$ cat src/rtl/kspmc_pkg.sv
// Package for the key-stepped PWM motor controller.
// Holds register codes, configuration and result word types, and event codes.
// No dependencies.
package kspmc_pkg;

   localparam int CSR_ADDR_W = 5;

   // configuration register indexes (byte address = 4 * index)
   localparam logic [2:0] REG_PWM_PERIOD   = 3'd0;
   localparam logic [2:0] REG_DUTY_BASE    = 3'd1;
   localparam logic [2:0] REG_SHORT_POLLS  = 3'd2;
   localparam logic [2:0] REG_LONG_POLLS   = 3'd3;
   localparam logic [2:0] REG_IRQS_PER_POLL = 3'd4;
   localparam logic [2:0] REG_POLLS_PER_SEC = 3'd5;
   localparam logic [2:0] REG_AUTO_OFF_SEC  = 3'd6;

   // press event codes
   localparam logic [1:0] EVT_NONE  = 2'd0;
   localparam logic [1:0] EVT_SHORT = 2'd1;
   localparam logic [1:0] EVT_LONG  = 2'd2;

   typedef struct packed {
      logic [4:0]  pwm_period;
      logic [4:0]  duty_base;
      logic [7:0]  short_press_polls;
      logic [7:0]  long_press_polls;
      logic [7:0]  irqs_per_poll;
      logic [7:0]  polls_per_second;
      logic [15:0] auto_off_seconds;
   } cfg_type;

   typedef struct packed {
      logic       pwm_out;
      logic [5:0] lamp_bar;
      logic [2:0] level;
      logic [1:0] press_event;
      logic       sleep_request;
   } rsp_type;

endpackage

$ cat src/rtl/kspmc_if.sv
// Valid/ready channel interfaces for the motor controller words.
// kspmc_req_if carries one main-loop pass, kspmc_rsp_if one result. No dependencies.
interface kspmc_req_if;
   logic valid;
   logic ready;
   logic key_down;
   logic timer_irq;

   modport source (output valid, output key_down, output timer_irq, input ready);
   modport sink   (input valid, input key_down, input timer_irq, output ready);
endinterface

interface kspmc_rsp_if;
   logic       valid;
   logic       ready;
   logic       pwm_out;
   logic [5:0] lamp_bar;
   logic [2:0] level;
   logic [1:0] press_event;
   logic       sleep_request;

   modport source (output valid, output pwm_out, output lamp_bar, output level,
                   output press_event, output sleep_request, input ready);
   modport sink   (input valid, input pwm_out, input lamp_bar, input level,
                   input press_event, input sleep_request, output ready);
endinterface

$ cat src/rtl/kspmc_csr.sv
// APB-style configuration registers for the motor controller.
// Depends on kspmc_pkg.
module kspmc_csr (
   input  logic                             clock,
   input  logic                             reset,
   input  logic                             psel,
   input  logic                             penable,
   input  logic                             pwrite,
   input  logic [kspmc_pkg::CSR_ADDR_W-1:0] paddr,
   input  logic [31:0]                      pwdata,
   output logic [31:0]                      prdata,
   output logic                             pready,
   output kspmc_pkg::cfg_type               cfg
);
   import kspmc_pkg::*;

   cfg_type    cfg_ff;
   cfg_type    cfg_in;
   logic       wr_en;
   logic [2:0] reg_idx;

   assign pready  = 1'b1;
   assign wr_en   = psel & penable & pwrite;
   assign reg_idx = paddr[4:2];
   assign cfg     = cfg_ff;

   always_comb begin
      cfg_in = cfg_ff;
      if (wr_en) begin
         case (reg_idx)
            REG_PWM_PERIOD:    cfg_in.pwm_period        = pwdata[4:0];
            REG_DUTY_BASE:     cfg_in.duty_base         = pwdata[4:0];
            REG_SHORT_POLLS:   cfg_in.short_press_polls = pwdata[7:0];
            REG_LONG_POLLS:    cfg_in.long_press_polls  = pwdata[7:0];
            REG_IRQS_PER_POLL: cfg_in.irqs_per_poll     = pwdata[7:0];
            REG_POLLS_PER_SEC: cfg_in.polls_per_second  = pwdata[7:0];
            REG_AUTO_OFF_SEC:  cfg_in.auto_off_seconds  = pwdata[15:0];
            default: ;
         endcase
      end
   end

   always_comb begin
      case (reg_idx)
         REG_PWM_PERIOD:    prdata = {27'd0, cfg_ff.pwm_period};
         REG_DUTY_BASE:     prdata = {27'd0, cfg_ff.duty_base};
         REG_SHORT_POLLS:   prdata = {24'd0, cfg_ff.short_press_polls};
         REG_LONG_POLLS:    prdata = {24'd0, cfg_ff.long_press_polls};
         REG_IRQS_PER_POLL: prdata = {24'd0, cfg_ff.irqs_per_poll};
         REG_POLLS_PER_SEC: prdata = {24'd0, cfg_ff.polls_per_second};
         REG_AUTO_OFF_SEC:  prdata = {16'd0, cfg_ff.auto_off_seconds};
         default:           prdata = 32'd0;
      endcase
   end

   always_ff @(posedge clock) begin
      if (reset) begin
         cfg_ff.pwm_period        <= 5'd20;
         cfg_ff.duty_base         <= 5'd13;
         cfg_ff.short_press_polls <= 8'd8;
         cfg_ff.long_press_polls  <= 8'd200;
         cfg_ff.irqs_per_poll     <= 8'd100;
         cfg_ff.polls_per_second  <= 8'd100;
         cfg_ff.auto_off_seconds  <= 16'd900;
      end else begin
         cfg_ff <= cfg_in;
      end
   end

endmodule

$ cat src/rtl/kspmc_core.sv
// Per-pass controller state: prescalers, PWM slot, key classifier, level, sleep.
// Computes the result word for the offered pass; state advances on accept.
// Depends on kspmc_pkg.
module kspmc_core #(
   parameter int NUM_LEVELS = 7
) (
   input  logic               clock,
   input  logic               reset,
   input  logic               accept,
   input  logic               key_down,
   input  logic               timer_irq,
   input  kspmc_pkg::cfg_type cfg,
   output kspmc_pkg::rsp_type rsp
);
   import kspmc_pkg::*;

   logic [4:0]  pwm_slot_ff,   pwm_slot_in;
   logic [4:0]  duty_ff,       duty_in;
   logic [2:0]  level_ff,      level_in;
   logic [5:0]  lamps_ff,      lamps_in;
   logic [7:0]  held_ff,       held_in;
   logic        fired_ff,      fired_in;
   logic [7:0]  irq_pre_ff,    irq_pre_in;
   logic [7:0]  poll_pre_ff,   poll_pre_in;
   logic [15:0] seconds_ff,    seconds_in;

   logic        poll;
   logic        pwm;
   logic [1:0]  event_code;
   logic        sleep;
   logic [7:0]  irq_inc;
   logic [7:0]  poll_inc;
   logic [4:0]  slot_inc;
   logic [7:0]  held_inc;
   logic [3:0]  level_inc;
   logic [5:0]  duty_sum;
   logic [8:0]  bar_mask;

   always_comb begin
      irq_pre_in  = irq_pre_ff;
      poll_pre_in = poll_pre_ff;
      seconds_in  = seconds_ff;
      poll        = 1'b0;
      irq_inc     = irq_pre_ff + 8'd1;
      poll_inc    = poll_pre_ff + 8'd1;

      if (timer_irq) begin
         irq_pre_in = irq_inc;
         if (irq_inc >= cfg.irqs_per_poll) begin
            irq_pre_in = 8'd0;
            poll       = 1'b1;
            if (level_ff != 3'd0) begin
               poll_pre_in = poll_inc;
               if (poll_inc >= cfg.polls_per_second) begin
                  poll_pre_in = 8'd0;
                  if (seconds_ff != 16'hFFFF) begin
                     seconds_in = seconds_ff + 16'd1;
                  end
               end
            end
         end
      end

      // PWM slot
      pwm      = (pwm_slot_ff < duty_ff);
      slot_inc = pwm_slot_ff + 5'd1;
      pwm_slot_in = (slot_inc >= cfg.pwm_period) ? 5'd0 : slot_inc;

      // key classifier
      held_in    = held_ff;
      fired_in   = fired_ff;
      event_code = EVT_NONE;
      held_inc   = (held_ff != 8'hFF) ? held_ff + 8'd1 : held_ff;
      if (poll) begin
         if (key_down) begin
            held_in = held_inc;
            if (held_inc >= cfg.long_press_polls) begin
               held_in = cfg.long_press_polls;
               if (!fired_ff) begin
                  fired_in   = 1'b1;
                  event_code = EVT_LONG;
               end
            end
         end else begin
            held_in = 8'd0;
            if (held_ff >= cfg.long_press_polls) begin
               fired_in = 1'b0;
            end else if (held_ff >= cfg.short_press_polls) begin
               event_code = EVT_SHORT;
            end
         end
      end

      // level, duty, lamps, sleep
      level_in  = level_ff;
      duty_in   = duty_ff;
      lamps_in  = lamps_ff;
      sleep     = 1'b0;
      level_inc = {1'b0, level_ff} + 4'd1;
      if (event_code == EVT_SHORT) begin
         level_in = (level_inc >= 4'(NUM_LEVELS)) ? 3'd0 : level_inc[2:0];
      end else if (event_code == EVT_LONG) begin
         level_in = 3'd0;
      end
      duty_sum = {1'b0, cfg.duty_base} + {3'd0, level_in};
      bar_mask = (9'd1 << level_in) - 9'd1;

      if (poll) begin
         if (level_in == 3'd0) begin
            duty_in  = 5'd0;
            lamps_in = 6'd0;
            pwm      = 1'b0;
            if (held_in == 8'd0) begin
               sleep = 1'b1;
            end
         end else begin
            duty_in  = duty_sum[5] ? 5'd31 : duty_sum[4:0];
            lamps_in = bar_mask[5:0];
         end
         if (seconds_in >= cfg.auto_off_seconds && held_in == 8'd0) begin
            sleep = 1'b1;
         end
         if (sleep) begin
            level_in   = 3'd0;
            seconds_in = 16'd0;
            duty_in    = 5'd0;
            lamps_in   = 6'd0;
            pwm        = 1'b0;
         end
      end

      rsp.pwm_out       = pwm;
      rsp.lamp_bar      = lamps_in;
      rsp.level         = level_in;
      rsp.press_event   = event_code;
      rsp.sleep_request = sleep;
   end

   always_ff @(posedge clock) begin
      if (reset) begin
         pwm_slot_ff <= 5'd0;
         duty_ff     <= 5'd0;
         level_ff    <= 3'd0;
         lamps_ff    <= 6'd0;
         held_ff     <= 8'd0;
         fired_ff    <= 1'b0;
         irq_pre_ff  <= 8'd0;
         poll_pre_ff <= 8'd0;
         seconds_ff  <= 16'd0;
      end else if (accept) begin
         pwm_slot_ff <= pwm_slot_in;
         duty_ff     <= duty_in;
         level_ff    <= level_in;
         lamps_ff    <= lamps_in;
         held_ff     <= held_in;
         fired_ff    <= fired_in;
         irq_pre_ff  <= irq_pre_in;
         poll_pre_ff <= poll_pre_in;
         seconds_ff  <= seconds_in;
      end
   end

endmodule

$ cat src/rtl/key_stepped_pwm_motor_controller.sv
// Key-stepped PWM motor controller: one main-loop pass per request word,
// one result word per pass. Depends on kspmc_pkg, kspmc_if, kspmc_csr, kspmc_core.
//
// Each request word is one main-loop pass (key level, timer interrupt flag).
// The controller takes one word per clock cycle while the request side is ready; its
// result appears in the output register on the next cycle. The request side is ready
// whenever the output register is empty or is being taken in the same cycle, so a
// stalled result holds back exactly one word. All per-pass state updates are computed
// combinationally between the controller state registers and the output register.
// Configuration registers sit at byte address 4*index and should be written
// only while no pass is in flight.
module key_stepped_pwm_motor_controller #(
   parameter int NUM_LEVELS = 7
) (
   input  logic                             clock,
   input  logic                             reset,
   kspmc_req_if.sink                        req_chan,
   kspmc_rsp_if.source                      rsp_chan,
   input  logic                             psel,
   input  logic                             penable,
   input  logic                             pwrite,
   input  logic [kspmc_pkg::CSR_ADDR_W-1:0] paddr,
   input  logic [31:0]                      pwdata,
   output logic [31:0]                      prdata,
   output logic                             pready
);
   import kspmc_pkg::*;

   cfg_type cfg;
   rsp_type core_rsp;
   rsp_type rsp_data_ff;
   logic    rsp_valid_ff;
   logic    accept;

   assign req_chan.ready = ~rsp_valid_ff | rsp_chan.ready;
   assign accept         = req_chan.valid & req_chan.ready;

   kspmc_csr u_csr (
      .clock   (clock),
      .reset   (reset),
      .psel    (psel),
      .penable (penable),
      .pwrite  (pwrite),
      .paddr   (paddr),
      .pwdata  (pwdata),
      .prdata  (prdata),
      .pready  (pready),
      .cfg     (cfg)
   );

   kspmc_core #(
      .NUM_LEVELS (NUM_LEVELS)
   ) u_core (
      .clock     (clock),
      .reset     (reset),
      .accept    (accept),
      .key_down  (req_chan.key_down),
      .timer_irq (req_chan.timer_irq),
      .cfg       (cfg),
      .rsp       (core_rsp)
   );

   // output word register
   always_ff @(posedge clock) begin
      if (reset) begin
         rsp_valid_ff <= 1'b0;
      end else if (accept) begin
         rsp_valid_ff <= 1'b1;
      end else if (rsp_chan.ready) begin
         rsp_valid_ff <= 1'b0;
      end
   end

   always_ff @(posedge clock) begin
      if (accept) begin
         rsp_data_ff <= core_rsp;
      end
   end

   assign rsp_chan.valid         = rsp_valid_ff;
   assign rsp_chan.pwm_out       = rsp_data_ff.pwm_out;
   assign rsp_chan.lamp_bar      = rsp_data_ff.lamp_bar;
   assign rsp_chan.level         = rsp_data_ff.level;
   assign rsp_chan.press_event   = rsp_data_ff.press_event;
   assign rsp_chan.sleep_request = rsp_data_ff.sleep_request;

endmodule

$ cat src/flat_wrapper.sv
// flat-port wrapper written by rule: the top's interface ports become plain ports
module key_stepped_pwm_motor_controller_flat import kspmc_pkg::*;
#(
   parameter int NUM_LEVELS = 7
)
  (clock, reset, psel, penable, pwrite, paddr, pwdata, prdata, pready, req_chan_valid, req_chan_key_down, req_chan_timer_irq, req_chan_ready, rsp_chan_valid, rsp_chan_pwm_out, rsp_chan_lamp_bar, rsp_chan_level, rsp_chan_press_event, rsp_chan_sleep_request, rsp_chan_ready);
  kspmc_req_if req_chan_i ();
  kspmc_rsp_if rsp_chan_i ();
  input  logic clock;
  input  logic reset;
  input  logic psel;
  input  logic penable;
  input  logic pwrite;
  input  logic [kspmc_pkg::CSR_ADDR_W-1:0] paddr;
  input  logic [31:0] pwdata;
  output logic [31:0] prdata;
  output logic pready;
  input wire logic [$bits(req_chan_i.valid)-1:0] req_chan_valid;
  input wire logic [$bits(req_chan_i.key_down)-1:0] req_chan_key_down;
  input wire logic [$bits(req_chan_i.timer_irq)-1:0] req_chan_timer_irq;
  output wire logic [$bits(req_chan_i.ready)-1:0] req_chan_ready;
  output wire logic [$bits(rsp_chan_i.valid)-1:0] rsp_chan_valid;
  output wire logic [$bits(rsp_chan_i.pwm_out)-1:0] rsp_chan_pwm_out;
  output wire logic [$bits(rsp_chan_i.lamp_bar)-1:0] rsp_chan_lamp_bar;
  output wire logic [$bits(rsp_chan_i.level)-1:0] rsp_chan_level;
  output wire logic [$bits(rsp_chan_i.press_event)-1:0] rsp_chan_press_event;
  output wire logic [$bits(rsp_chan_i.sleep_request)-1:0] rsp_chan_sleep_request;
  input wire logic [$bits(rsp_chan_i.ready)-1:0] rsp_chan_ready;
  assign req_chan_i.valid = req_chan_valid;
  assign req_chan_i.key_down = req_chan_key_down;
  assign req_chan_i.timer_irq = req_chan_timer_irq;
  assign req_chan_ready = req_chan_i.ready;
  assign rsp_chan_valid = rsp_chan_i.valid;
  assign rsp_chan_pwm_out = rsp_chan_i.pwm_out;
  assign rsp_chan_lamp_bar = rsp_chan_i.lamp_bar;
  assign rsp_chan_level = rsp_chan_i.level;
  assign rsp_chan_press_event = rsp_chan_i.press_event;
  assign rsp_chan_sleep_request = rsp_chan_i.sleep_request;
  assign rsp_chan_i.ready = rsp_chan_ready;
  key_stepped_pwm_motor_controller #(.NUM_LEVELS(NUM_LEVELS)) u_core (.clock(clock), .reset(reset), .req_chan(req_chan_i), .rsp_chan(rsp_chan_i), .psel(psel), .penable(penable), .pwrite(pwrite), .paddr(paddr), .pwdata(pwdata), .prdata(prdata), .pready(pready));
endmodule
$ cat config.mk
export PLATFORM = sky130hd
export DESIGN_NAME = key_stepped_pwm_motor_controller_flat
export DESIGN_NICKNAME = d
export VERILOG_FILES = /design/src/rtl/kspmc_pkg.sv /design/src/rtl/kspmc_if.sv /design/src/rtl/kspmc_csr.sv /design/src/rtl/kspmc_core.sv /design/src/rtl/key_stepped_pwm_motor_controller.sv /design/src/flat_wrapper.sv
export SDC_FILE = /design/constraint.sdc
export NUM_CORES = 1
export LEC_CHECK = 0
export BUFFER_PORTS_ARGS = -buffer_cell sky130_fd_sc_hd__buf_4
export CAP_MARGIN = 20
export CORE_ASPECT_RATIO = 1.75
export CORE_MARGIN = 5
export CORE_UTILIZATION = 39
export DETAILED_ROUTE_END_ITERATION = 8
export PLACE_DENSITY = 0.6
export SLEW_MARGIN = 30
export SYNTH_ARGS = -nofsm -noshare
export SYNTH_HDL_FRONTEND = slang
export SYNTH_SLANG_ARGS = --single-unit
$ cat constraint.sdc
create_clock -name clock -period 6.9 [get_ports clock]
set_input_delay 0.69 -clock clock [delete_from_list [all_inputs] [get_ports clock]]
set_output_delay 0.69 -clock clock [all_outputs]
set_load 0.05 [all_outputs]
==> results, run 1 <==
- The final clock skew is 0.01313 ns.
- From synthesis to final layout, the design area changed by 14.46%.
- Data on the critical path is required at its endpoint by roughly 7.3 ns.
- For the worst setup path, the data arrival time is approximately 6.3 ns.
- The via density per instance is 5.423.
- The number of primary I/O pins is 94.
- The maximum net fanout on the critical path is 20.
- The share of layout cells above drive strength 1 is 12.50%.
- CTS built an H-tree with a depth of 4.
- The critical path is of the reg -> reg type.
- The post-CTS setup repair buffer count is 0.
- On the final layout, the worst hold slack is 0.4636 ns.
- Derived from the worst setup path, the maximum achievable clock frequency is 0.1695 GHz.
- For this design the static power due to leakage is 0.004095 uW.
- In this run, distinct cell masters in the synthesized netlist total 72.
- The routed length on met2 is roughly 12 mm.
- The clock transition at the registers of the reported paths is 0.06 ns.
- The root buffer cell chosen for the clock tree is sky130_fd_sc_hd__clkbuf_16.
- The max capacitance violation total is 0.
- The number of failing hold endpoints at the final stage is 0.
- The warning count from the yosys run is 0.
- The final wirelength is 23.35 mm.
- The post-layout minimum cycle time is 5.899 ns.
- In this run the horizontal extent of the chip is 121.6 um.
- The repair_antennas step left the layout with diodes totalling 0.
- For this run, asynchronously set or reset flops after synthesis account for 0%.
- Tracing the worst setup path back leads to its startpoint at u_core.u_core.irq_pre_ff[0].
- The first global-routing pass estimated around 38 mm of wire.
- In the detailed route, the total length drawn on met3 is 824 um.
- The clock passes through at most 2 buffers.
- The starting density of the core is 39.54%.
- The wire length per cell is between 15 and 20 um.
- In this run the critical register-to-register path is launched from u_core.u_core.irq_pre_ff[0].
- The worst setup path is captured at a register.
- The total power is 1875 uW.
- The net count reported at finish is 1174.
- The most used flip-flop cell after synthesis is sky130_fd_sc_hd__dfxtp_1.
- The end point of the critical path is u_core.u_core.seconds_ff[8].
- The floorplan step defined a die boundary enclosing 0.02496 mm^2.
- The flow ran to the end, and the final reports show no timing, DRC or antenna violations.
- The sum of routed wire segments on met1 is 9.134 mm.
- The number of instances in the synthesized netlist is roughly 1000.
- For this run, design rule violations remaining after detail routing come to 0.
- The overall die height is 205.3 um.
- In this run the cell area of the synthesized design comes to 0.008499 mm^2.
- The number of setup violations in the final report is 0.
- Summed over all layers, the global routing overflow is 0.
- The worst-case reg-to-reg path depth is 22.
- The total of buffers placed on input and output ports is 58.
- The number of buffers created by CTS is 17.
- The mean area per synthesized cell is 8.382 um^2.
- The clock sink total is 132.
- Across every metal layer, demand over resource in global routing totals 19.13%.
- In this run the tightest slew margin relative to its limit is ~35%.
- Measured on the finished design, the core utilization comes to 45.25%.
- After routing, the total negative slack on setup checks comes to 0 ns.
- The power density of the placed cells is 192.8 mW/mm^2.
- The share of the clock period used by the worst path is ~85%.
- The post-synthesis sequential area ratio is roughly a third.
- At the end of routability-driven placement, the weighted congestion stood at 0.8827.
- The max-slew violation total from the final report is 0.
- The worst hold path belongs to the class reg -> reg.
- The TritonCTS clock tree is yes.
- The total via count after detailed routing is 7353.
- In this run the critical register-to-register path is captured at u_core.u_core.seconds_ff[8].
- The detail route stage leaves a number of antenna-violating nets equal to 0.
- Across all register-to-register paths, the minimum setup slack is ~1 ns.
- The total of hold buffers inserted after clock tree synthesis is 0.
- VDD sags by at most 0.1546 mV.
- The highest metal layer carrying signal wires in the routed design is met4.
- Leaving out fill and tap cells, the most frequent cell in the layout is sky130_fd_sc_hd__dfxtp_1.
- The fill cell instance count of the final layout is 2221.
- Setup repair after global routing left no endpoint under its margin.
- The row count is 71.
- Post-CTS repair changed the size of 0 cells.
- The first TritonRoute pass finished after 5 iterations.
- Yosys mapped a number of flops with a built-in enable equal to 13.
- The post-DP HPWL is about 18 mm.
- At the later pin of the worst-skew pair, clock insertion delay measures 0.42 ns.
- Entering global routing, the biggest net connects 66 pins.
- At the pin with the least slew margin, the transition time is between 0.9 and 1 ns.
- The top cell types in the final layout, fill and taps aside, are 119 x sky130_fd_sc_hd__dfxtp_1, 100 x sky130_fd_sc_hd__nor2_1, 98 x sky130_fd_sc_hd__nand2_1.
- In this run, the number of DRC markers left after iteration 0 of detailed routing was 369.
- The via count of the first global-routing pass is 7395.
- The startpoint type of the worst setup path is a register.
- In this run, synthesis produced a sequential element count of 132.
- The number of antenna violations at the first check in global routing is 0.
- In this run the standard cell core region covers roughly 0.021 mm^2.
-- per-stage QoR --
stage          setup WS [ns]  std cells  cell area [um^2]
6_report               1.001       1356              9728
5_1_grt               0.5883       1356              9728
4_1_cts               0.9852       1356              9728
3_5_place_dp           1.038       1324              9124
3_3_place_gp           1.003       1324              9117
2_1_floorplan          2.060       1029              8556
-- how the worst min path moves through the flow --
stage,startpoint,endpoint,depth (start not counted)
after global placement,u_core.u_core.lamps_ff[0],u_core.u_core.lamps_ff[0],1
after CTS,u_core.u_core.lamps_ff[0],u_core.u_core.lamps_ff[0],1
after detailed placement,u_core.u_core.lamps_ff[0],u_core.u_core.lamps_ff[0],1
after floorplan,u_core.u_core.lamps_ff[0],u_core.u_core.lamps_ff[0],1
after global routing,u_core.u_core.lamps_ff[0],u_core.u_core.lamps_ff[0],1
final,u_core.u_core.lamps_ff[0],u_core.u_core.lamps_ff[0],1
-- power breakdown --
part | leakage (uW) | total, uW | switching (uW) | internal [uW]
logic | 0.00271 | 155 | 113 | 41.5
clock network | 0.000293 | 932 | 362 | 571
registers | 0.00109 | 788 | 5.91 | 782
-- sequential cells by signal, indices dropped and copies added (netlist names) --
register and flops:
u_core.u_core.poll_pre_ff 8, u_core.rsp_chan.valid 1, u_core.u_core.irq_pre_ff 8, u_core.rsp_chan.press_event 2
u_core.u_core.lamps_ff 6, u_core.rsp_chan.lamp_bar 6, u_core.u_core.held_ff 8, u_core.u_core.duty_ff 5
u_core.rsp_chan.level 3, u_core.rsp_chan.sleep_request 1, u_core.u_core.fired_ff 1, u_core.u_core.level_ff 3
u_core.u_csr.cfg 58, u_core.rsp_chan.pwm_out 1, u_core.u_core.pwm_slot_ff 5, u_core.u_core.seconds_ff 16
-- cells in the mapped netlist (13+ instances only) --
cell type,n,area share (%)
sky130_fd_sc_hd__a21oi_1,60,3.5
sky130_fd_sc_hd__a22o_1,18,1.9
sky130_fd_sc_hd__a22oi_1,14,1.2
sky130_fd_sc_hd__and3_1,25,1.8
sky130_fd_sc_hd__buf_4,18,1.6
sky130_fd_sc_hd__clkbuf_1,40,1.8
sky130_fd_sc_hd__dfxtp_1,119,28
sky130_fd_sc_hd__edfxtp_1,13,4.6
sky130_fd_sc_hd__ha_1,76,11
sky130_fd_sc_hd__inv_1,74,3.3
sky130_fd_sc_hd__mux2_2,14,1.9
sky130_fd_sc_hd__mux2i_1,48,5.7
sky130_fd_sc_hd__nand2_1,98,4.3
sky130_fd_sc_hd__nand2b_1,16,1.2
sky130_fd_sc_hd__nand3_1,33,1.9
sky130_fd_sc_hd__nand4_1,14,1.0
sky130_fd_sc_hd__nor2_1,100,4.4
sky130_fd_sc_hd__nor3_1,19,1.1
sky130_fd_sc_hd__o211ai_1,16,1.4
sky130_fd_sc_hd__o21ai_0,34,2.0
sky130_fd_sc_hd__xnor2_1,17,1.8
-- critical path: stages, from the launching register on --
cell and delay (ns):
sky130_fd_sc_hd__dfxtp_1 0.39, sky130_fd_sc_hd__and3_1 0.25, sky130_fd_sc_hd__and3_1 0.27, sky130_fd_sc_hd__nand3_1 0.12, sky130_fd_sc_hd__xnor2_1 0.15, sky130_fd_sc_hd__ha_1 0.33, sky130_fd_sc_hd__nand4_1 0.15, sky130_fd_sc_hd__o31ai_2 0.52
sky130_fd_sc_hd__nand2_1 0.12, sky130_fd_sc_hd__buf_4 0.23, sky130_fd_sc_hd__nor4_1 0.41, sky130_fd_sc_hd__and3_1 0.37, sky130_fd_sc_hd__nand4_1 0.15, sky130_fd_sc_hd__xnor2_1 0.22, sky130_fd_sc_hd__ha_1 0.28, sky130_fd_sc_hd__a21o_1 0.19
sky130_fd_sc_hd__a21o_1 0.16, sky130_fd_sc_hd__a21oi_1 0.12, sky130_fd_sc_hd__o21ai_0 0.09, sky130_fd_sc_hd__a21o_1 0.22, sky130_fd_sc_hd__o21ai_4 0.43, sky130_fd_sc_hd__o21a_1 0.43, sky130_fd_sc_hd__a22o_1 0.21
-- kinds of logic after synthesis --
kind of cell	count (synthesis)	share of synthesized area (%)
buffers and inverters	140	7.007
other	2	0.08836
adder cells (fa/ha/maj)	77	11.42
flip-flops	132	32.62
multiplexers	64	7.949
XOR/XNOR	29	2.988
AND/OR/NAND/NOR	350	19.86
AO/OA/AOI/OAI	220	18.06
-- metal layers --
metal	up-vias	GRT usage, %
li1	3658	-
met1	3435	20.25
met2	195	35.57
met3	65	2.833
met4	0	10.66
met5	-	0
-- final cells by class --
type / instances / area (um^2) / area share (%)
clock buffers: 17 / 425.4 / 4.373
clock inverters: 15 / 178.9 / 1.839
inverters: 75 / 281.5 / 2.894
multi-input cells: 757 / 5194 / 53.39
flip-flops and latches: 132 / 2773 / 28.50
well taps: 292 / 365.4 / 3.756
repair buffers: 68 / 510.5 / 5.248
No activity file was read; power rests on OpenSTA's default activity.
==> run 2: changes to the inputs <==
==> constraint.sdc (replaced) <==
create_clock -name clock -period 7.65 [get_ports clock]
set_input_delay 1.53 -clock clock [delete_from_list [all_inputs] [get_ports clock]]
set_output_delay 1.53 -clock clock [all_outputs]
set_load 0.05 [all_outputs]
==> run 2 against run 1 <==
  * Power shrank 13%
  * Count of clock-buffer cells in the layout unchanged
  * Setup slack improved by 0.65 ns
  * Non-clock buffer count stayed put
  * Largest cell class unchanged
  * Critical endpoint is now u_core.u_core.level_ff[0]
  * Clock power fell by 16%
  * Clock skew barely moved
==> results, run 2 (synthesis gave the netlist of run 1 again) <==
- The detailed router placed 7320 vias in this run.
- The maximum net fanout on the critical path is 20.
- The library cells used most frequently in the layout, excluding fill and tap cells, are 119 x sky130_fd_sc_hd__dfxtp_1, 100 x sky130_fd_sc_hd__nor2_1, 98 x sky130_fd_sc_hd__nand2_1.
- The share of layout cells above drive strength 1 is between 10 and 15%.
- The class of the tightest hold or removal check is reg -> reg.
- The worst register-to-register path ends at u_core.u_core.level_ff[0].
- The number of buffers created by CTS is 17.
- Leaving out fill and tap cells, the most frequent cell in the layout is sky130_fd_sc_hd__dfxtp_1.
- In the global route stage, met3 resource usage came out at slightly below 3%.
- Setup violations remaining at the end of the flow were counted as 0.
- The clock tree synthesis step divided the H-tree into 4 levels.
- The maximum clock insertion buffer count is 2.
- The final wirelength is between 20 and 25 mm.
- Setup repair after global routing left no endpoint under its margin.
- For this run, the slowest stage of the critical path takes 0.55 ns.
- The end point of the most critical hold path is u_core.u_core.lamps_ff[0].
- Counting instances, the worst hold path has a depth of 1.
- The count of antenna-violating nets left after detailed routing is 0.
- In the routed layout, each cell is associated on average with a via count of 5.398.
- The max-slew violation total from the final report is 0.
- For this design, the sink count on the clock tree is between 100 and 150.
- Hold repair after CTS inserted 0 buffers.
- The total routing resource utilization after global routing is between 10% and 20%.
- The count of routing violations after the opening detailed-route iteration is 331.
- The die area is 0.02496 mm^2.
- The slowest stage of the critical path belongs to the cell sky130_fd_sc_hd__o31ai_2.
- Registers take 0.002773 mm^2.
- The via count of the first global-routing pass is 7016.
- Between clock sinks in the finished design, the worst skew comes to between 0.01 and 0.015 ns.
- The arrival time at the worst endpoint is 6.36 ns.
- The worst setup path is of the reg -> reg kind.
- The area of the multi-input gates is 0.005194 mm^2.
- The starting density of the core is approximately two fifths.
- The maximum clock rate is 0.1667 GHz.
- In this run, post-CTS repair resized a total of 0 instances.
- The worst hold path begins at u_core.u_core.lamps_ff[0].
- The width of the die is around 120 um.
- The register with the most flip-flops in the layout has 58 of them.
- The flow ran to the end, and the final reports show no timing, DRC or antenna violations.
- The number of antenna violations at the first check in global routing is 0.
- Measured in cells, the most critical reg-to-reg path has a length of 23.
- The number of failing hold endpoints at the final stage came to 0.
- The net count reported at finish is roughly 1200.
- For this design the static power due to leakage is slightly above 0.004 uW.
- The largest net degree at the start of global routing is 71.
- The first TritonRoute pass finished after 5 iterations.
- The worst setup path is launched from a register.
- The fraction of met1 tracks used by global routing is 19.82%.
- The first global-routing pass estimated 36.37 mm of wire.
- The post-CTS setup repair buffer count is 0.
- From synthesis to final layout, the design area changed by 14.00%.
- The overall die height is between 200 and 250 um.
- The post-detailed-route DRC marker count is 0.
- In the post-route analysis, the smallest setup slack over all paths is 1.653 ns.
- Max-cap violations in this run came to 0.
- After clock tree synthesis, the clock-pin slew on the worst setup and hold paths is 0.07 ns.
- Dividing the detail-routed wire length by the instance count gives 17.08 um.
- The cell chosen for the clock root is sky130_fd_sc_hd__clkbuf_16.
- Measured against its own limit, the worst slew margin works out to 37.49%.
- The slack of the worst reg-to-reg path is 1.65 ns.
- The share of the clock period used by the worst path is between 70% and 80%.
- The final sum of negative setup slack is 0 ns.
- The pre-CTS setup slack is roughly 1.7 ns.
- For this run, global-route usage on met2 was measured as 34.56%.
- After floorplanning, the core was sized to cover 0.02150 mm^2.
- The power density of the placed cells is roughly 170 mW/mm^2.
- The fill cell instance count of the final layout is 2172.
- The launching point of the worst reg2reg path is u_core.u_core.irq_pre_ff[0].
- For the pin with the worst max-slew slack, the measured transition is 0.9115 ns.
- The total of buffers placed on input and output ports is 58.
- The final weighted congestion in routability-driven placement is 0.8680.
- The number of antenna cells inserted is 0.
- Traced cell by cell, the critical path runs through and3_1 > and3_1 > nand3_1 > xnor2_1 > ha_1 > nand4_1 > o31ai_2 > nand2_1 > buf_4 > nor4_1 > buf_4 > and3_1 > nand4_1 > xnor2_1 > ha_1 > a21o_1 > a21o_1 > a21oi_1 > o21ai_0 > a21o_1 > o21ai_4 > o21a_1 > a22o_1.
- The busiest layer in global routing is met2.
- For this run the aggregate overflow at the end of global routing stands at 0.
- The post-DP HPWL is 17.41 mm.
- TritonCTS built the clock tree.
- The row count is roughly 70.
- The kind of end point of the critical path is a register.
- Clock latency on the worst-skew pair, taken at its later pin, is 0.43 ns.
- The largest voltage drop on the vdd net is 0.1229 mV.
- The number of primary I/O pins is 94.
- The worst path needs ~6 ns of the cycle, external delays included.
- Data on the critical path is required at its endpoint by 8.02 ns.
==> run 2: changes by cell type in the layout (fill, tap and decap cells not counted), sizes merged <==
cell and change:
bufinv -3, clkinv -5, clkinvlp +1, inv +7
==> run 2: per-layer routing <==
layer / wire length, um / vias to the layer above
li1: - / 3662
met1: 9106 / 3443
met2: 12060 / 158
met3: 862 / 57
met4: 1133 / 0
met5: 0 / -
==> run 2: final cells by class <==
class                   count  area share [%]
flip-flops and latches    132           28.62
multi-input cells         757           53.60
repair buffers             68           5.269
clock buffers              17           4.390
inverters                  75           2.905
well taps                 292           3.771
clock inverters            15           1.446
==> run 2: power breakdown <==
part | internal, uW | switching, uW
Combinational | 37.5 | 102
Clock | 429 | 356
Sequential | 705 | 5.32
==> run 2: worst max-delay path, delay by kind of cell, from the launching register on <==
family          cells  cell delay [ns]
simple gates        8             1.71
fa+ha+maj           2             0.61
xor+xnor            2             0.38
compound gates      9             2.37
flops               1             0.39
buf+inv             2             0.46
==> run 2: per-stage QoR <==
stage | utilization (%) | instance area [um^2] | power [uW] | instances | hold WS, ns
after floorplan | - | 8556 | 824.9 | 1029 | 0.4264
after global placement | 42.41 | 9117 | 865.6 | 1324 | 0.4444
after detailed placement | 42.44 | 9124 | 866.3 | 1324 | 0.4498
after CTS | 45.07 | 9689 | 1654 | 1356 | 0.4659
after global routing | 45.07 | 9689 | 1694 | 1356 | 0.4851
final | 45.07 | 9689 | 1635 | 1356 | 0.4619
==> run 2: worst max-delay path by stage <==
stage                                            from                     endpoint  slack (ns)  depth (start not counted)
final                     u_core.u_core.irq_pre_ff[0]    u_core.u_core.level_ff[0]        1.65                         23
after global routing      u_core.u_core.irq_pre_ff[0]  u_core.rsp_chan.lamp_bar[2]        1.22                         23
after CTS                 u_core.u_core.irq_pre_ff[0]    u_core.u_core.level_ff[0]        1.61                         23
after detailed placement  u_core.u_core.irq_pre_ff[0]  u_core.u_core.seconds_ff[8]        1.69                         23
after global placement    u_core.u_core.irq_pre_ff[0]  u_core.u_core.seconds_ff[8]        1.76                         23
after floorplan           u_core.u_core.irq_pre_ff[0]     u_core.u_core.duty_ff[3]        2.81                         23
